`src/design/trd_pkg.sv`:
```
// shared types, constants and byte classes for the utf-16 / gb2312 text run detector
package trd_pkg;

  localparam int LEN_BITS = 16;
  localparam int CFG_BITS = 16;

  typedef logic [LEN_BITS-1:0] len_t;
  typedef logic [LEN_BITS:0]   len_sum_t;
  typedef logic [CFG_BITS-1:0] cfg_data_t;

  typedef enum logic [0:0] {
    REG_SCAN_LIMIT = 1'b0,
    REG_UTF16_MIN  = 1'b1
  } reg_idx_t;

  localparam len_t      LEN_MAX            = {LEN_BITS{1'b1}};
  localparam cfg_data_t SCAN_LIMIT_RESET   = 16'd4096;
  localparam cfg_data_t UTF16_MIN_RESET    = 16'd10;

  localparam logic [7:0] PRINT_LO   = 8'd32;
  localparam logic [7:0] PRINT_HI   = 8'd127;
  localparam logic [7:0] GB_LEAD_LO = 8'ha1;
  localparam logic [7:0] GB_LEAD_HI = 8'hf7;
  localparam logic [7:0] GB_TRAIL_LO = 8'ha1;
  localparam logic [7:0] GB_TRAIL_HI = 8'hfe;
  localparam logic [7:0] CH_NUL = 8'h00;
  localparam logic [7:0] CH_CR  = 8'h0d;
  localparam logic [7:0] CH_LF  = 8'h0a;
  localparam logic [7:0] CH_TAB = 8'h09;

  function automatic logic is_printable(input logic [7:0] b);
    return (b >= PRINT_LO) && (b <= PRINT_HI);
  endfunction

  function automatic logic is_terminator(input logic [7:0] b);
    return (b == CH_NUL) || (b == CH_CR) || (b == CH_LF) || (b == CH_TAB);
  endfunction

  function automatic len_t sat_len(input len_sum_t s);
    return s[LEN_BITS] ? LEN_MAX : s[LEN_BITS-1:0];
  endfunction

endpackage

```
`src/design/text_run_detector_utf16_gb2312.sv`:
```
// top level of the utf-16le / gb2312 text run detector
//
// a buffer streams in one word (one byte) per cycle while in_ready is high
// on the in_ channel, with in_last_byte set on its final word. one result per
// buffer leaves on the out_ channel: is_text, is_utf16 and the run length in
// bytes (saturating). words without the last flag give no result.
// an input register holds the accepted word; as that word leaves it, both scans
// update their state from it and, on the last word, load the result register.
// throughput is one word per cycle; the result register is the only stage
// that can hold, and non-last words keep flowing while it waits.
// when the receiver stalls, a last word waits in the input register and
// in_ready drops until the pending result is taken.
// each cfg_ write sets scan_limit or utf16_min_bytes, chosen by cfg_index;
// write them only while no buffer is in flight.
// reset (rst_n low, synchronous) empties both registers, clears the scan
// state and loads scan_limit 4096 and utf16_min_bytes 10. scan state also
// returns to its reset values after each last word.
module text_run_detector_utf16_gb2312 (
  input  logic                clk,
  input  logic                rst_n,
  input  logic                in_valid,
  output logic                in_ready,
  input  logic [7:0]          in_data_byte,
  input  logic                in_last_byte,
  output logic                out_valid,
  input  logic                out_ready,
  output logic                out_is_text,
  output logic                out_is_utf16,
  output trd_pkg::len_t       out_text_length,
  input  logic                cfg_write_en,
  input  trd_pkg::reg_idx_t   cfg_index,
  input  trd_pkg::cfg_data_t  cfg_wdata
);
  import trd_pkg::*;

  cfg_data_t scan_limit_r;
  cfg_data_t utf16_min_r;

  logic       s1_valid_r, s1_valid_nxt;
  logic [7:0] s1_byte_r;
  logic       s1_last_r;
  logic       adv;

  logic       par_r, par_nxt;
  len_t       wide_len_r, wide_len_nxt;
  logic       wide_alive_r, wide_alive_nxt;
  logic [7:0] wide_low_r, wide_low_nxt;
  len_t       mb_pos_r, mb_pos_nxt;
  logic       mb_done_r, mb_done_nxt;
  logic       mb_found_r, mb_found_nxt;
  logic [7:0] mb_lead_r, mb_lead_nxt;
  logic       mb_lead_valid_r, mb_lead_valid_nxt;

  len_t       w_wide_len;
  logic       w_wide_alive;
  logic [7:0] w_wide_low;
  len_t       w_mb_pos;
  logic       w_mb_done;
  logic       w_mb_found;
  logic [7:0] w_mb_lead;
  logic       w_mb_lead_valid;

  logic       pair_ok;
  logic       take_single;
  logic [7:0] single_byte;
  len_sum_t   np_one;
  len_sum_t   np_two;
  len_sum_t   wide_sum;

  logic       out_valid_r, out_valid_nxt;
  logic       out_is_text_r, out_is_text_nxt;
  logic       out_is_utf16_r, out_is_utf16_nxt;
  len_t       out_len_r, out_len_nxt;

  // handshake
  assign adv      = s1_valid_r && (!s1_last_r || !out_valid_r || out_ready);
  assign in_ready = !s1_valid_r || adv;

  assign out_valid       = out_valid_r;
  assign out_is_text     = out_is_text_r;
  assign out_is_utf16    = out_is_utf16_r;
  assign out_text_length = out_len_r;

  always_comb begin
    if (in_valid && in_ready) begin
      s1_valid_nxt = 1'b1;
    end else if (adv) begin
      s1_valid_nxt = 1'b0;
    end else begin
      s1_valid_nxt = s1_valid_r;
    end
  end

  always_ff @(posedge clk) begin
    if (!rst_n) begin
      s1_valid_r <= 1'b0;
    end else begin
      s1_valid_r <= s1_valid_nxt;
    end
  end

  always_ff @(posedge clk) begin
    if (in_valid && in_ready) begin
      s1_byte_r <= in_data_byte;
      s1_last_r <= in_last_byte;
    end
  end

  // config registers
  always_ff @(posedge clk) begin
    if (!rst_n) begin
      scan_limit_r <= SCAN_LIMIT_RESET;
      utf16_min_r  <= UTF16_MIN_RESET;
    end else if (cfg_write_en) begin
      case (cfg_index)
        REG_SCAN_LIMIT: scan_limit_r <= cfg_wdata;
        REG_UTF16_MIN:  utf16_min_r  <= cfg_wdata;
        default: ;
      endcase
    end
  end

  // scan update for the word in the input register
  assign np_one   = {1'b0, mb_pos_r} + len_sum_t'(1);
  assign np_two   = {1'b0, mb_pos_r} + len_sum_t'(2);
  assign wide_sum = {1'b0, wide_len_r} + len_sum_t'(2);

  always_comb begin
    w_wide_len      = wide_len_r;
    w_wide_alive    = wide_alive_r;
    w_wide_low      = wide_low_r;
    w_mb_pos        = mb_pos_r;
    w_mb_done       = mb_done_r;
    w_mb_found      = mb_found_r;
    w_mb_lead       = mb_lead_r;
    w_mb_lead_valid = mb_lead_valid_r;
    pair_ok         = 1'b0;
    take_single     = 1'b0;
    single_byte     = s1_byte_r;

    // utf-16le pairs
    if (!par_r) begin
      w_wide_low = s1_byte_r;
    end else if (wide_alive_r) begin
      if (s1_byte_r == CH_NUL && is_printable(wide_low_r)) begin
        w_wide_len = sat_len(wide_sum);
      end else begin
        w_wide_alive = 1'b0;
      end
    end

    // gb2312 / ascii scan
    if (!mb_done_r) begin
      if (mb_lead_valid_r) begin
        w_mb_lead_valid = 1'b0;
        if (s1_byte_r inside {[GB_TRAIL_LO:GB_TRAIL_HI]}) begin
          pair_ok = 1'b1;
        end else begin
          take_single = 1'b1;
          single_byte = mb_lead_r;
        end
      end else if ((s1_byte_r inside {[GB_LEAD_LO:GB_LEAD_HI]}) && !s1_last_r) begin
        w_mb_lead       = s1_byte_r;
        w_mb_lead_valid = 1'b1;
      end else begin
        take_single = 1'b1;
      end
    end

    if (pair_ok) begin
      w_mb_pos = sat_len(np_two);
      if (np_two > {1'b0, scan_limit_r} && !s1_last_r) begin
        w_mb_done = 1'b1;
      end
    end else if (take_single) begin
      if (is_printable(single_byte)) begin
        w_mb_pos = sat_len(np_one);
        if (np_one > {1'b0, scan_limit_r} && !s1_last_r) begin
          w_mb_done = 1'b1;
        end
      end else if (mb_pos_r != '0 && is_terminator(single_byte)) begin
        w_mb_pos   = sat_len(np_one);
        w_mb_found = 1'b1;
        w_mb_done  = 1'b1;
      end else begin
        w_mb_pos  = '0;
        w_mb_done = 1'b1;
      end
    end
  end

  // next state: hold, advance, or clear after the last word
  always_comb begin
    par_nxt           = par_r;
    wide_len_nxt      = wide_len_r;
    wide_alive_nxt    = wide_alive_r;
    wide_low_nxt      = wide_low_r;
    mb_pos_nxt        = mb_pos_r;
    mb_done_nxt       = mb_done_r;
    mb_found_nxt      = mb_found_r;
    mb_lead_nxt       = mb_lead_r;
    mb_lead_valid_nxt = mb_lead_valid_r;
    if (adv) begin
      if (s1_last_r) begin
        par_nxt           = 1'b0;
        wide_len_nxt      = '0;
        wide_alive_nxt    = 1'b1;
        wide_low_nxt      = '0;
        mb_pos_nxt        = '0;
        mb_done_nxt       = 1'b0;
        mb_found_nxt      = 1'b0;
        mb_lead_nxt       = '0;
        mb_lead_valid_nxt = 1'b0;
      end else begin
        par_nxt           = ~par_r;
        wide_len_nxt      = w_wide_len;
        wide_alive_nxt    = w_wide_alive;
        wide_low_nxt      = w_wide_low;
        mb_pos_nxt        = w_mb_pos;
        mb_done_nxt       = w_mb_done;
        mb_found_nxt      = w_mb_found;
        mb_lead_nxt       = w_mb_lead;
        mb_lead_valid_nxt = w_mb_lead_valid;
      end
    end
  end

  always_ff @(posedge clk) begin
    if (!rst_n) begin
      par_r           <= 1'b0;
      wide_len_r      <= '0;
      wide_alive_r    <= 1'b1;
      wide_low_r      <= '0;
      mb_pos_r        <= '0;
      mb_done_r       <= 1'b0;
      mb_found_r      <= 1'b0;
      mb_lead_r       <= '0;
      mb_lead_valid_r <= 1'b0;
    end else begin
      par_r           <= par_nxt;
      wide_len_r      <= wide_len_nxt;
      wide_alive_r    <= wide_alive_nxt;
      wide_low_r      <= wide_low_nxt;
      mb_pos_r        <= mb_pos_nxt;
      mb_done_r       <= mb_done_nxt;
      mb_found_r      <= mb_found_nxt;
      mb_lead_r       <= mb_lead_nxt;
      mb_lead_valid_r <= mb_lead_valid_nxt;
    end
  end

  // result register
  always_comb begin
    out_is_text_nxt  = out_is_text_r;
    out_is_utf16_nxt = out_is_utf16_r;
    out_len_nxt      = out_len_r;
    if (w_wide_len > utf16_min_r) begin
      out_is_text_nxt  = 1'b1;
      out_is_utf16_nxt = 1'b1;
      out_len_nxt      = w_wide_len;
    end else begin
      out_is_text_nxt  = w_mb_found || !w_mb_done;
      out_is_utf16_nxt = 1'b0;
      out_len_nxt      = w_mb_pos;
    end
  end

  always_comb begin
    if (adv && s1_last_r) begin
      out_valid_nxt = 1'b1;
    end else if (out_ready) begin
      out_valid_nxt = 1'b0;
    end else begin
      out_valid_nxt = out_valid_r;
    end
  end

  always_ff @(posedge clk) begin
    if (!rst_n) begin
      out_valid_r <= 1'b0;
    end else begin
      out_valid_r <= out_valid_nxt;
    end
  end

  always_ff @(posedge clk) begin
    if (adv && s1_last_r) begin
      out_is_text_r  <= out_is_text_nxt;
      out_is_utf16_r <= out_is_utf16_nxt;
      out_len_r      <= out_len_nxt;
    end
  end

  // checks
  a_clear_after_last: assert property (@(posedge clk) disable iff (!rst_n)
    (adv && s1_last_r) |=> (!par_r && wide_alive_r && wide_len_r == '0 &&
                            mb_pos_r == '0 && !mb_done_r && !mb_lead_valid_r))
    else $error("scan state not cleared after last word");

  a_utf16_is_text: assert property (@(posedge clk) disable iff (!rst_n)
    (out_valid_r && out_is_utf16_r) |-> out_is_text_r)
    else $error("utf-16 result not flagged as text");

  a_wide_even: assert property (@(posedge clk) disable iff (!rst_n)
    (!wide_len_r[0] || wide_len_r == LEN_MAX))
    else $error("wide run length odd before saturation");

  a_lead_not_done: assert property (@(posedge clk) disable iff (!rst_n)
    mb_lead_valid_r |-> !mb_done_r)
    else $error("gb2312 lead held after scan finished");

  a_result_from_last: assert property (@(posedge clk) disable iff (!rst_n)
    (!out_valid_r ##1 out_valid_r) |-> $past(adv && s1_last_r))
    else $error("result without a last word");

endmodule

```
`config.mk`:
```
export PLATFORM = sky130hd
export DESIGN_NAME = text_run_detector_utf16_gb2312
export DESIGN_NICKNAME = d
export VERILOG_FILES = /design/src/design/trd_pkg.sv /design/src/design/text_run_detector_utf16_gb2312.sv
export SDC_FILE = /design/constraint.sdc
export NUM_CORES = 1
export LEC_CHECK = 0
export ABC_CLOCK_PERIOD_IN_PS = 4890
export BUFFER_PORTS_ARGS = -buffer_cell sky130_fd_sc_hd__buf_4
export CORE_ASPECT_RATIO = 1.2
export CORE_MARGIN = 1.5
export CORE_UTILIZATION = 61
export CTS_BUF_LIST = sky130_fd_sc_hd__clkbuf_16
export CTS_CLUSTER_SIZE = 16
export DETAILED_ROUTE_END_ITERATION = 12
export GPL_TIMING_DRIVEN = 0
export HOLD_SLACK_MARGIN = 0.08
export PLACE_DENSITY = 0.83
export REMOVE_ABC_BUFFERS = 1
export SLEW_MARGIN = 5
export SYNTH_ARGS = -nofsm -noshare
export SYNTH_HDL_FRONTEND = slang
export SYNTH_SLANG_ARGS = --single-unit
```
`constraint.sdc`:
```
create_clock -name clk -period 4.89 [get_ports clk]
set_input_delay 0.978 -clock clk [delete_from_list [all_inputs] [get_ports clk]]
set_output_delay 0.978 -clock clk [all_outputs]
set_load 0.02 [all_outputs]
```
==> results of run 1 <==
cell usage in the layout (no fill, tap or decap), drive strengths merged, types with 3 or more instances in the layout:
cell / Yosys / final
a211o: 6 / 6
a211oi: 3 / 3
a21boi: 31 / 31
a21o: 4 / 4
a21oi: 32 / 32
a22o: 18 / 18
a22oi: 16 / 16
a31oi: 3 / 3
and2: 13 / 13
and3: 6 / 6
and4: 3 / 3
buf: 6 / 52
clkbuf: 38 / 10
dfxtp: 82 / 82
edfxtp: 27 / 27
ha: 52 / 52
inv: 51 / 52
nand2: 123 / 123
nand2b: 12 / 12
nand3: 21 / 21
nand4: 18 / 18
nor2: 46 / 46
nor2b: 22 / 22
nor3: 12 / 12
nor4: 6 / 6
o2111ai: 3 / 3
o211ai: 3 / 3
o21a: 4 / 4
o21ai: 41 / 41
o221ai: 3 / 3
o22ai: 11 / 11
o31a: 3 / 3
o31ai: 11 / 11
o32ai: 4 / 4
or2: 5 / 5
or3: 4 / 4
xnor2: 19 / 19
xor2: 12 / 12
worst max-delay path, cell delays in order, from the launching register on:
cell and delay, ns:
edfxtp_1 0.46, or4_4 0.62, nor4_2 0.50, nand4_1 0.33
mux2i_2 0.43, inv_1 0.09, ha_1 0.27, nand2_1 0.09
nor2_1 0.06, a2111oi_1 0.37, o21ai_0 0.18, o21ai_2 0.25
inv_2 0.17, or2_4 0.34, o32ai_2 0.29
final timing paths:
kind / startpoint / to / slack [ns] / depth (start not counted)
setup reg to reg: s1_byte_r[1]$_DFFE_PP_ / out_text_length[10]$_DFFE_PP_ / 0.26 / 14
hold / removal: scan_limit_r[3]$_SDFFE_PN0P_ / scan_limit_r[3]$_SDFFE_PN0P_ / 0.47 / 2
hold reg to reg: scan_limit_r[3]$_SDFFE_PN0P_ / scan_limit_r[3]$_SDFFE_PN0P_ / 0.47 / 2
setup / recovery: s1_byte_r[1]$_DFFE_PP_ / out_text_length[10]$_DFFE_PP_ / 0.26 / 14
through the flow:
stage	cells	cell area [um2]	hold slack, ns
final	959	7530	0.470
after global routing	959	7530	0.497
after CTS	958	7480	0.468
after detailed placement	941	7120	0.457
after global placement	941	7110	0.449
after floorplan	762	6580	0.437
flip-flops by register name (all words and copies together) (netlist names), 3 cells and up:
register and flops:
mb_pos_r 16, out_text_length 16, scan_limit_r 16, utf16_min_r 16, wide_len_r 16, mb_lead_r 8
s1_byte_r 8, wide_low_r 3
power groups by stage:
stage	clock network [W]	logic [W]	registers [W]
global placement	0	0.000183	0.000988
floorplan	0	0.000116	0.000988
finish	0.000801	0.000200	0.000969
detailed placement	0	0.000192	0.000989
CTS	0.000794	0.000194	0.000968
global route	0.000830	0.000220	0.000972
cell type report:
| type | instances | area [um2] |
|---|---|---|
| timing repair buffer | 52 | 390 |
| inverter | 51 | 191 |
| fill | 837 | 3140 |
| clock buffer | 10 | 250 |
| multi-input combinational | 602 | 4000 |
| sequential | 109 | 2450 |
| tap | 129 | 161 |
| clock inverter | 6 | 78.8 |
cells by family (layout without fill, tap and decap cells):
| logic type | count (synthesis) | after routing | synth area share |
|---|---|---|---|
| XOR/XNOR | 31 | 31 | 0.0401 |
| buffers and inverters | 95 | 119 | 0.0560 |
| flip-flops | 109 | 109 | 0.362 |
| AO/OA/AOI/OAI | 215 | 215 | 0.226 |
| AND/OR/NAND/NOR | 300 | 300 | 0.213 |
| multiplexers | 4 | 4 | 0.00629 |
| adder cells (fa/ha/maj) | 52 | 52 | 0.0962 |
per-layer routing:
layer,up-vias,wire length (um),global-route usage
li1,2917,-,-
met5,-,0,0
met3,47,1470,0.0538
met4,0,620,0.136
met2,293,8870,0.530
met1,2939,7730,0.419
what timing repair did:
| item | CTS | global route |
|---|---|---|
| gates resized for setup | 7 | 9 |
| pin swaps | 1 | 1 |
| setup endpoints to repair | 18 | 16 |
| setup buffers | 1 | 1 |
==> results by group, run 1 <==
Pwr
  • Comb pwr share: 0.101
  • Pwr Total: 0.00197 W
  • VDD IR max: 0.000192 V
  • Seq pwr share: 0.492
  • Clk pwr share: 0.407
  • Net Sw Frac: 0.259
  • P_sw: just over 0.0005 W
  • Int Power: between 0.001 and 0.0015 W
  • Power per cell area: between 200 and 300 nW/um2
  • P_leak: 2.95 nW

Yosys
  • Most common cell in the synthesized netlist: nand2_1
  • Commonest cells post-synth: 123 x nand2_1, 82 x dfxtp_1, 52 x ha_1
  • Seq/Total Area, Yosys: 0.362
  • Synth top area share: 0.243
  • Synthesized netlist cell count: 806
  • Cell Area, Synth: approximately 6800 um2
  • Main flop type after synthesis: dfxtp_1
  • Yosys reg bits: between 100 and 150
  • Mapped Avg Cell Area: about 8.4 um2
  • Synth cell types: 70
  • Post-synth ARST share: 0
  • Post-synth top area cell: dfxtp_1
  • Synth warnings: 0
  • Synth area leaders: dfxtp_1 24%, edfxtp_1 12%, ha_1 9.6%, nand2_1 6.8%, a21boi_0 3.4%
  • Number of flops mapped to enable cells by yosys: 27

Global route
  • Vias in the first global route: 5991
  • Total track usage: 0.323
  • GRT overflow: 0
  • Antenna violations before repair: 0
  • First-pass GRT wire length: around 30 mm
  • Largest net degree at the start of global routing: 63

Clocking
  • Worst-skew pair later-pin latency: roughly 0.36 ns
  • CTS sink count: approximately 110
  • CTS tree: done
  • CTS Hold Buffers Added: 0
  • CTS H-tree lvls: 3
  • CTS root buffer: clkbuf_16
  • Clk slew on worst S/H paths: around 0.080 ns
  • Clock tree buffer depth: 2
  • TritonCTS Buffers: 9

Route
  • Vias: 6196
  • Wire per inst: a little under 20 um
  • DRT Pass-1 Iters: 5
  • # DRC: 0
  • WL final: 18.7 mm
  • DR iter-0 viols: 561
  • Detail Route Antenna Nets: 0
  • Vias per cell: 6.46

Run status
  • Outcome: finished, final reports clean

Cells and area
  • Inserted Diodes: 0
  • Area grow syn2layout: 11.2%
  • Final #Nets: approximately 910
  • Final core utilization: 0.705
  • Layout cells sized above 1: 0.113

Timing
  • Slew headroom: 0.248
  • Fin. max-slew vios: 0
  • Clock skew: approximately 0.0081 ns
  • Actual slew at the worst max-slew pin: 1.13 ns
  • Tmin final: about 4.6 ns
  • Period utilization: 0.948
  • Fmax: approximately 220 MHz
  • Setup-failing EPs final: 0
  • Final Hold Viols: 0
  • Setup tns final: 0 ns
  • Final setup margin: 0.255 ns

Flow run
  • Max_cap viols: 0

Die
  • Die X: approximately 100 um
  • I/O pin cnt: 51
  • Starting density of the core: 0.634
  • Die Ht: about 120 um
  • Die area: between 10000 and 15000 um2
  • FP Rows: 41
  • Core ar.: 10700 um2

Place
  • GPL Wtd Cong: ~0.96
  • Pre-CTS WS: -1.21 ns
  • Post-DP HPWL: between 10 and 15 mm
  • Port Buffer Count: 50

Setup path
  • Arrival time of the worst setup path: between 4 and 5 ns
  • CP Capture Type: flop
  • Critical Path RT: slightly above 5 ns
  • Worst-path fanout max: 15
  • Crit path kind: reg -> reg
  • Crit start category: flop

Hold path
  • Min-Delay Path Class: reg -> reg
(Power assumes the default switching activity.)
==> inputs of run 2 (changes only) <==
Settings changed: ABC_AREA from default to 1, TNS_END_PERCENT from default to 50.
==> results by group, run 2 <==
Cells and area
  • Final Non-Filler Cells: 1153 (was 959)
  • Register Area: 2450 um2 (unchanged)
  • Area grow syn2layout: 10.1% (was 11.2%)
  • Commonest non-fill, non-tap cells in the layout: 191 x nand2_1, 119 x inv_1, 87 x a21oi_1 (was 122 x nand2_1, 82 x dfxtp_1, 52 x ha_1, 52 x buf_4, 50 x inv_1)
  • Commonest non-fill, non-tap cell in the layout: nand2_1 (unchanged)
  • Final #Nets: 1077 (was 908)
  • Layout cells sized above 1: 0.130 (was 0.113)
  • Filler Cells Inserted: 968 (was 837)
  • Area of the multi-input gates: 3850 um2 (was 4000 um2)
  • Inserted Diodes: 0 (unchanged)

Yosys
  • Number of flops mapped to enable cells by yosys: 27 (unchanged)
  • Synthesized netlist cell count: 965 (was 806)
  • Post-synth ARST share: 0 (unchanged)
  • Synth area leaders: dfxtp_1 24%, edfxtp_1 12%, nand2_1 10%, ha_1 9.3%, inv_1 6.3% (was dfxtp_1 24%, edfxtp_1 12%, ha_1 9.6%, nand2_1 6.8%, a21boi_0 3.4%)
  • Most common cell in the synthesized netlist: nand2_1 (unchanged)
  • Synth warnings: 0 (unchanged)
  • Cell Area, Synth: 6970 um2 (was 6770 um2)
  • Main flop type after synthesis: dfxtp_1 (unchanged)
  • Synth top area share: 0.235 (was 0.243)
  • Seq/Total Area, Yosys: 0.352 (was 0.362)
  • Mapped Avg Cell Area: 7.22 um2 (was 8.39 um2)
  • Yosys reg bits: 109 (unchanged)
  • Synth cell types: 44 (was 70)
  • Commonest cells post-synth: 191 x nand2_1, 117 x inv_1, 87 x a21oi_1, 87 x nor2_1, 82 x dfxtp_1 (was 123 x nand2_1, 82 x dfxtp_1, 52 x ha_1)
  • Post-synth top area cell: dfxtp_1 (unchanged)

Die
  • FP Rows: 42 (was 41)
  • Die Ht: 120 um (was 118 um)
  • Starting density of the core: 0.629 (was 0.634)
  • Die area: 12100 um2 (was 11700 um2)
  • Die X: 101 um (was 99.1 um)
  • Core ar.: 11100 um2 (was 10700 um2)
  • I/O pin cnt: 51 (unchanged)

Hold path
  • Hold Path Origin: utf16_min_r[15]$_SDFFE_PN0P_ (was scan_limit_r[3]$_SDFFE_PN0P_)
  • Worst hold stages: 2 (unchanged)
  • Min-Delay Path Class: reg -> reg (unchanged)

Place
  • Pre-CTS WS: 0.551 ns (was -1.21 ns)
  • GPL Wtd Cong: 0.928 (was 0.962)
  • Port Buffer Count: 50 (unchanged)
  • Total placed cells including tap cells: 1137 (was 941)
  • Post-DP HPWL: 13.3 mm (was 13.9 mm)

Clocking
  • # Post-CTS Setup Buffers: 0 (was 1)
  • CTS H-tree lvls: 3 (unchanged)
  • TritonCTS Buffers: 9 (unchanged)
  • CTS Hold Buffers Added: 0 (unchanged)
  • Clock tree buffer depth: 2 (unchanged)
  • Worst-skew pair later-pin latency: 0.37 ns (was 0.36 ns)
  • Post-cts sizing count: 0 (was 7)
  • CTS root buffer: clkbuf_16 (unchanged)
  • CTS tree: done (unchanged)
  • CTS sink count: 109 (unchanged)
  • Clk slew on worst S/H paths: 0.07 ns (was 0.08 ns)

Timing
  • Period utilization: 0.886 (was 0.948)
  • Final setup margin: 0.555 ns (was 0.255 ns)
  • Actual slew at the worst max-slew pin: 1.10 ns (was 1.13 ns)
  • Setup-failing EPs final: 0 (unchanged)
  • Clock skew: 0.0114 ns (was 0.00812 ns)
  • Tmin final: 4.33 ns (was 4.63 ns)
  • Fin. max-slew vios: 0 (unchanged)
  • Setup tns final: 0 ns (unchanged)
  • Final Hold Viols: 0 (unchanged)
  • Fmax: 231 MHz (was 216 MHz)
  • RSZ-0062 raised after global routing: no
  • Slew headroom: 0.261 (was 0.248)

Route
  • Wire per inst: 15.7 um (was 19.5 um)
  • # DRC: 0 (unchanged)
  • DRT Pass-1 Iters: 6 (was 5)
  • Vias per cell: 5.63 (was 6.46)
  • Detail Route Antenna Nets: 0 (unchanged)
  • DR iter-0 viols: 513 (was 561)
  • WL final: 18.1 mm (was 18.7 mm)
  • Vias: 6487 (was 6196)

Setup path
  • Crit path kind: reg -> reg (unchanged)
  • Top delay family on crit path: simple AND/OR/NAND/NOR gates (unchanged)
  • CP max stage cell: o32ai_1 (was or4_4)
  • Reg2Reg Depth: 15 (was 14)
  • CP Capture Type: flop (unchanged)
  • Max incr delay on CP: 0.73 ns (was 0.62 ns)
  • Crit path buffers/inverters: 1 (was 2)
  • Worst path cell trace: nor2_2 -> nand2_1 -> nor2_1 -> nand2_1 -> o32ai_1 -> ha_1 -> a21oi_1 -> nor2_1 -> a211oi_1 -> nor2_1 -> a211o_1 -> nand2_1 -> inv_1 -> nand2_1 -> nand2_1 (was or4_4 -> nor4_2 -> nand4_1 -> mux2i_2 -> inv_1 -> ha_1 -> nand2_1 -> nor2_1 -> a2111oi_1 -> o21ai_0 -> o21ai_2 -> inv_2 -> or2_4 -> o32ai_2)
  • Worst path most repeated cell: nand2_1
  • Crit Reg-Reg Startpoint: s1_byte_r[6]$_DFFE_PP_ (was s1_byte_r[1]$_DFFE_PP_)
  • Worst path depth: 15 (was 14)
  • Worst-path fanout max: 18 (was 15)
  • Crit start category: flop (unchanged)
  • Arrival time of the worst setup path: 4.45 ns (was 4.82 ns)
  • Critical Path RT: 5.00 ns (was 5.07 ns)
  • Crit. Startpoint: s1_byte_r[6]$_DFFE_PP_ (was s1_byte_r[1]$_DFFE_PP_)

Run status
  • Outcome: finished, final reports clean (unchanged)

Flow run
  • Max_cap viols: 0 (unchanged)

Global route
  • GRT overflow: 0 (unchanged)
  • Largest net degree at the start of global routing: 45 (was 63)
  • First-pass GRT wire length: 29.0 mm (was 30.0 mm)
  • Antenna violations before repair: 0 (unchanged)
  • Total track usage: 0.314 (was 0.323)
  • Vias in the first global route: 5904 (was 5991)

Pwr
  • P_leak: 3.40 nW (was 2.95 nW)
  • Power per cell area: 263 nW/um2 (was 262 nW/um2)
  • VDD IR max: 0.000323 V (was 0.000192 V)
## run 2: changes by cell type after synthesis, moves of 18 or more
cell / delta
a21oi_1: +56
inv_1: +66
a22o_1: -18
inv_2: +18
xnor2_1: -19
nor2_1: +41
nand3_1: +46
a21boi_0: -31
nand2_1: +68
nor2b_1: -22
## run 2: logic make-up (layout without fill, tap and decap cells)
kind of cell / Yosys count / in the layout / synth area share
and+or+nand+nor: 433 / 433 / 0.289
AOI/OAI and AO/OA: 184 / 184 / 0.146
buffers and inverters: 169 / 203 / 0.0969
DFF: 109 / 109 / 0.352
adders and majority gates: 52 / 52 / 0.0933
xor gates and xnor gates: 18 / 18 / 0.0226
## run 2: final timing paths
kind,end,slack [ns]
setup / recovery,out_text_length[11]$_DFFE_PP_,0.56
hold / removal,utf16_min_r[15]$_SDFFE_PN0P_,0.47
hold reg to reg,utf16_min_r[15]$_SDFFE_PN0P_,0.47
setup reg to reg,out_text_length[11]$_DFFE_PP_,0.56
## run 2: area by class of cell
type	count	share of cell area
timing repair buffer	50	0.0489
tap	154	0.0251
clock inverter	7	0.00799
multi-input combinational	687	0.502
inverter	137	0.0670
sequential	109	0.320
clock buffer	9	0.0294
## run 2: layer usage
layer  vias to the layer above  GRT usage  routed length, um
met1                      2920      0.394               7400
li1                       3268          -                  -
met4                         0      0.143                781
met5                         -          0                  0
met2                       249      0.520               8660
met3                        50     0.0565               1230
## run 2: worst register-to-register path, delay by kind of cell, from the launching register on
kind | cells | cell delay (ns)
adder cells (fa/ha/maj) | 1 | 0.38
buffers and inverters | 1 | 0.46
AND/OR/NAND/NOR | 9 | 1.49
flip-flops | 1 | 0.43
AO/OA/AOI/OAI | 4 | 1.33
## run 2: power by group
group	total, W	internal, W	switching (W)	leakage [nW]
clock network	0.000729	0.000391	0.000338	0.147
logic	0.000308	0.000101	0.000207	2.32
registers	0.000978	0.000960	0.0000186	0.926
total	0.00202	0.00145	0.000564	3.40
## run 2: per-stage QoR
stage	cell area [um2]	hold WS (ns)	utilization	power, W
2_1_floorplan	6810	0.435	-	0.00119
3_3_place_gp	7380	0.448	0.665	0.00129
3_5_place_dp	7390	0.456	0.666	0.00130
4_1_cts	7670	0.466	0.692	0.00201
5_1_grt	7670	0.481	0.692	0.00209
6_report	7670	0.468	0.692	0.00202
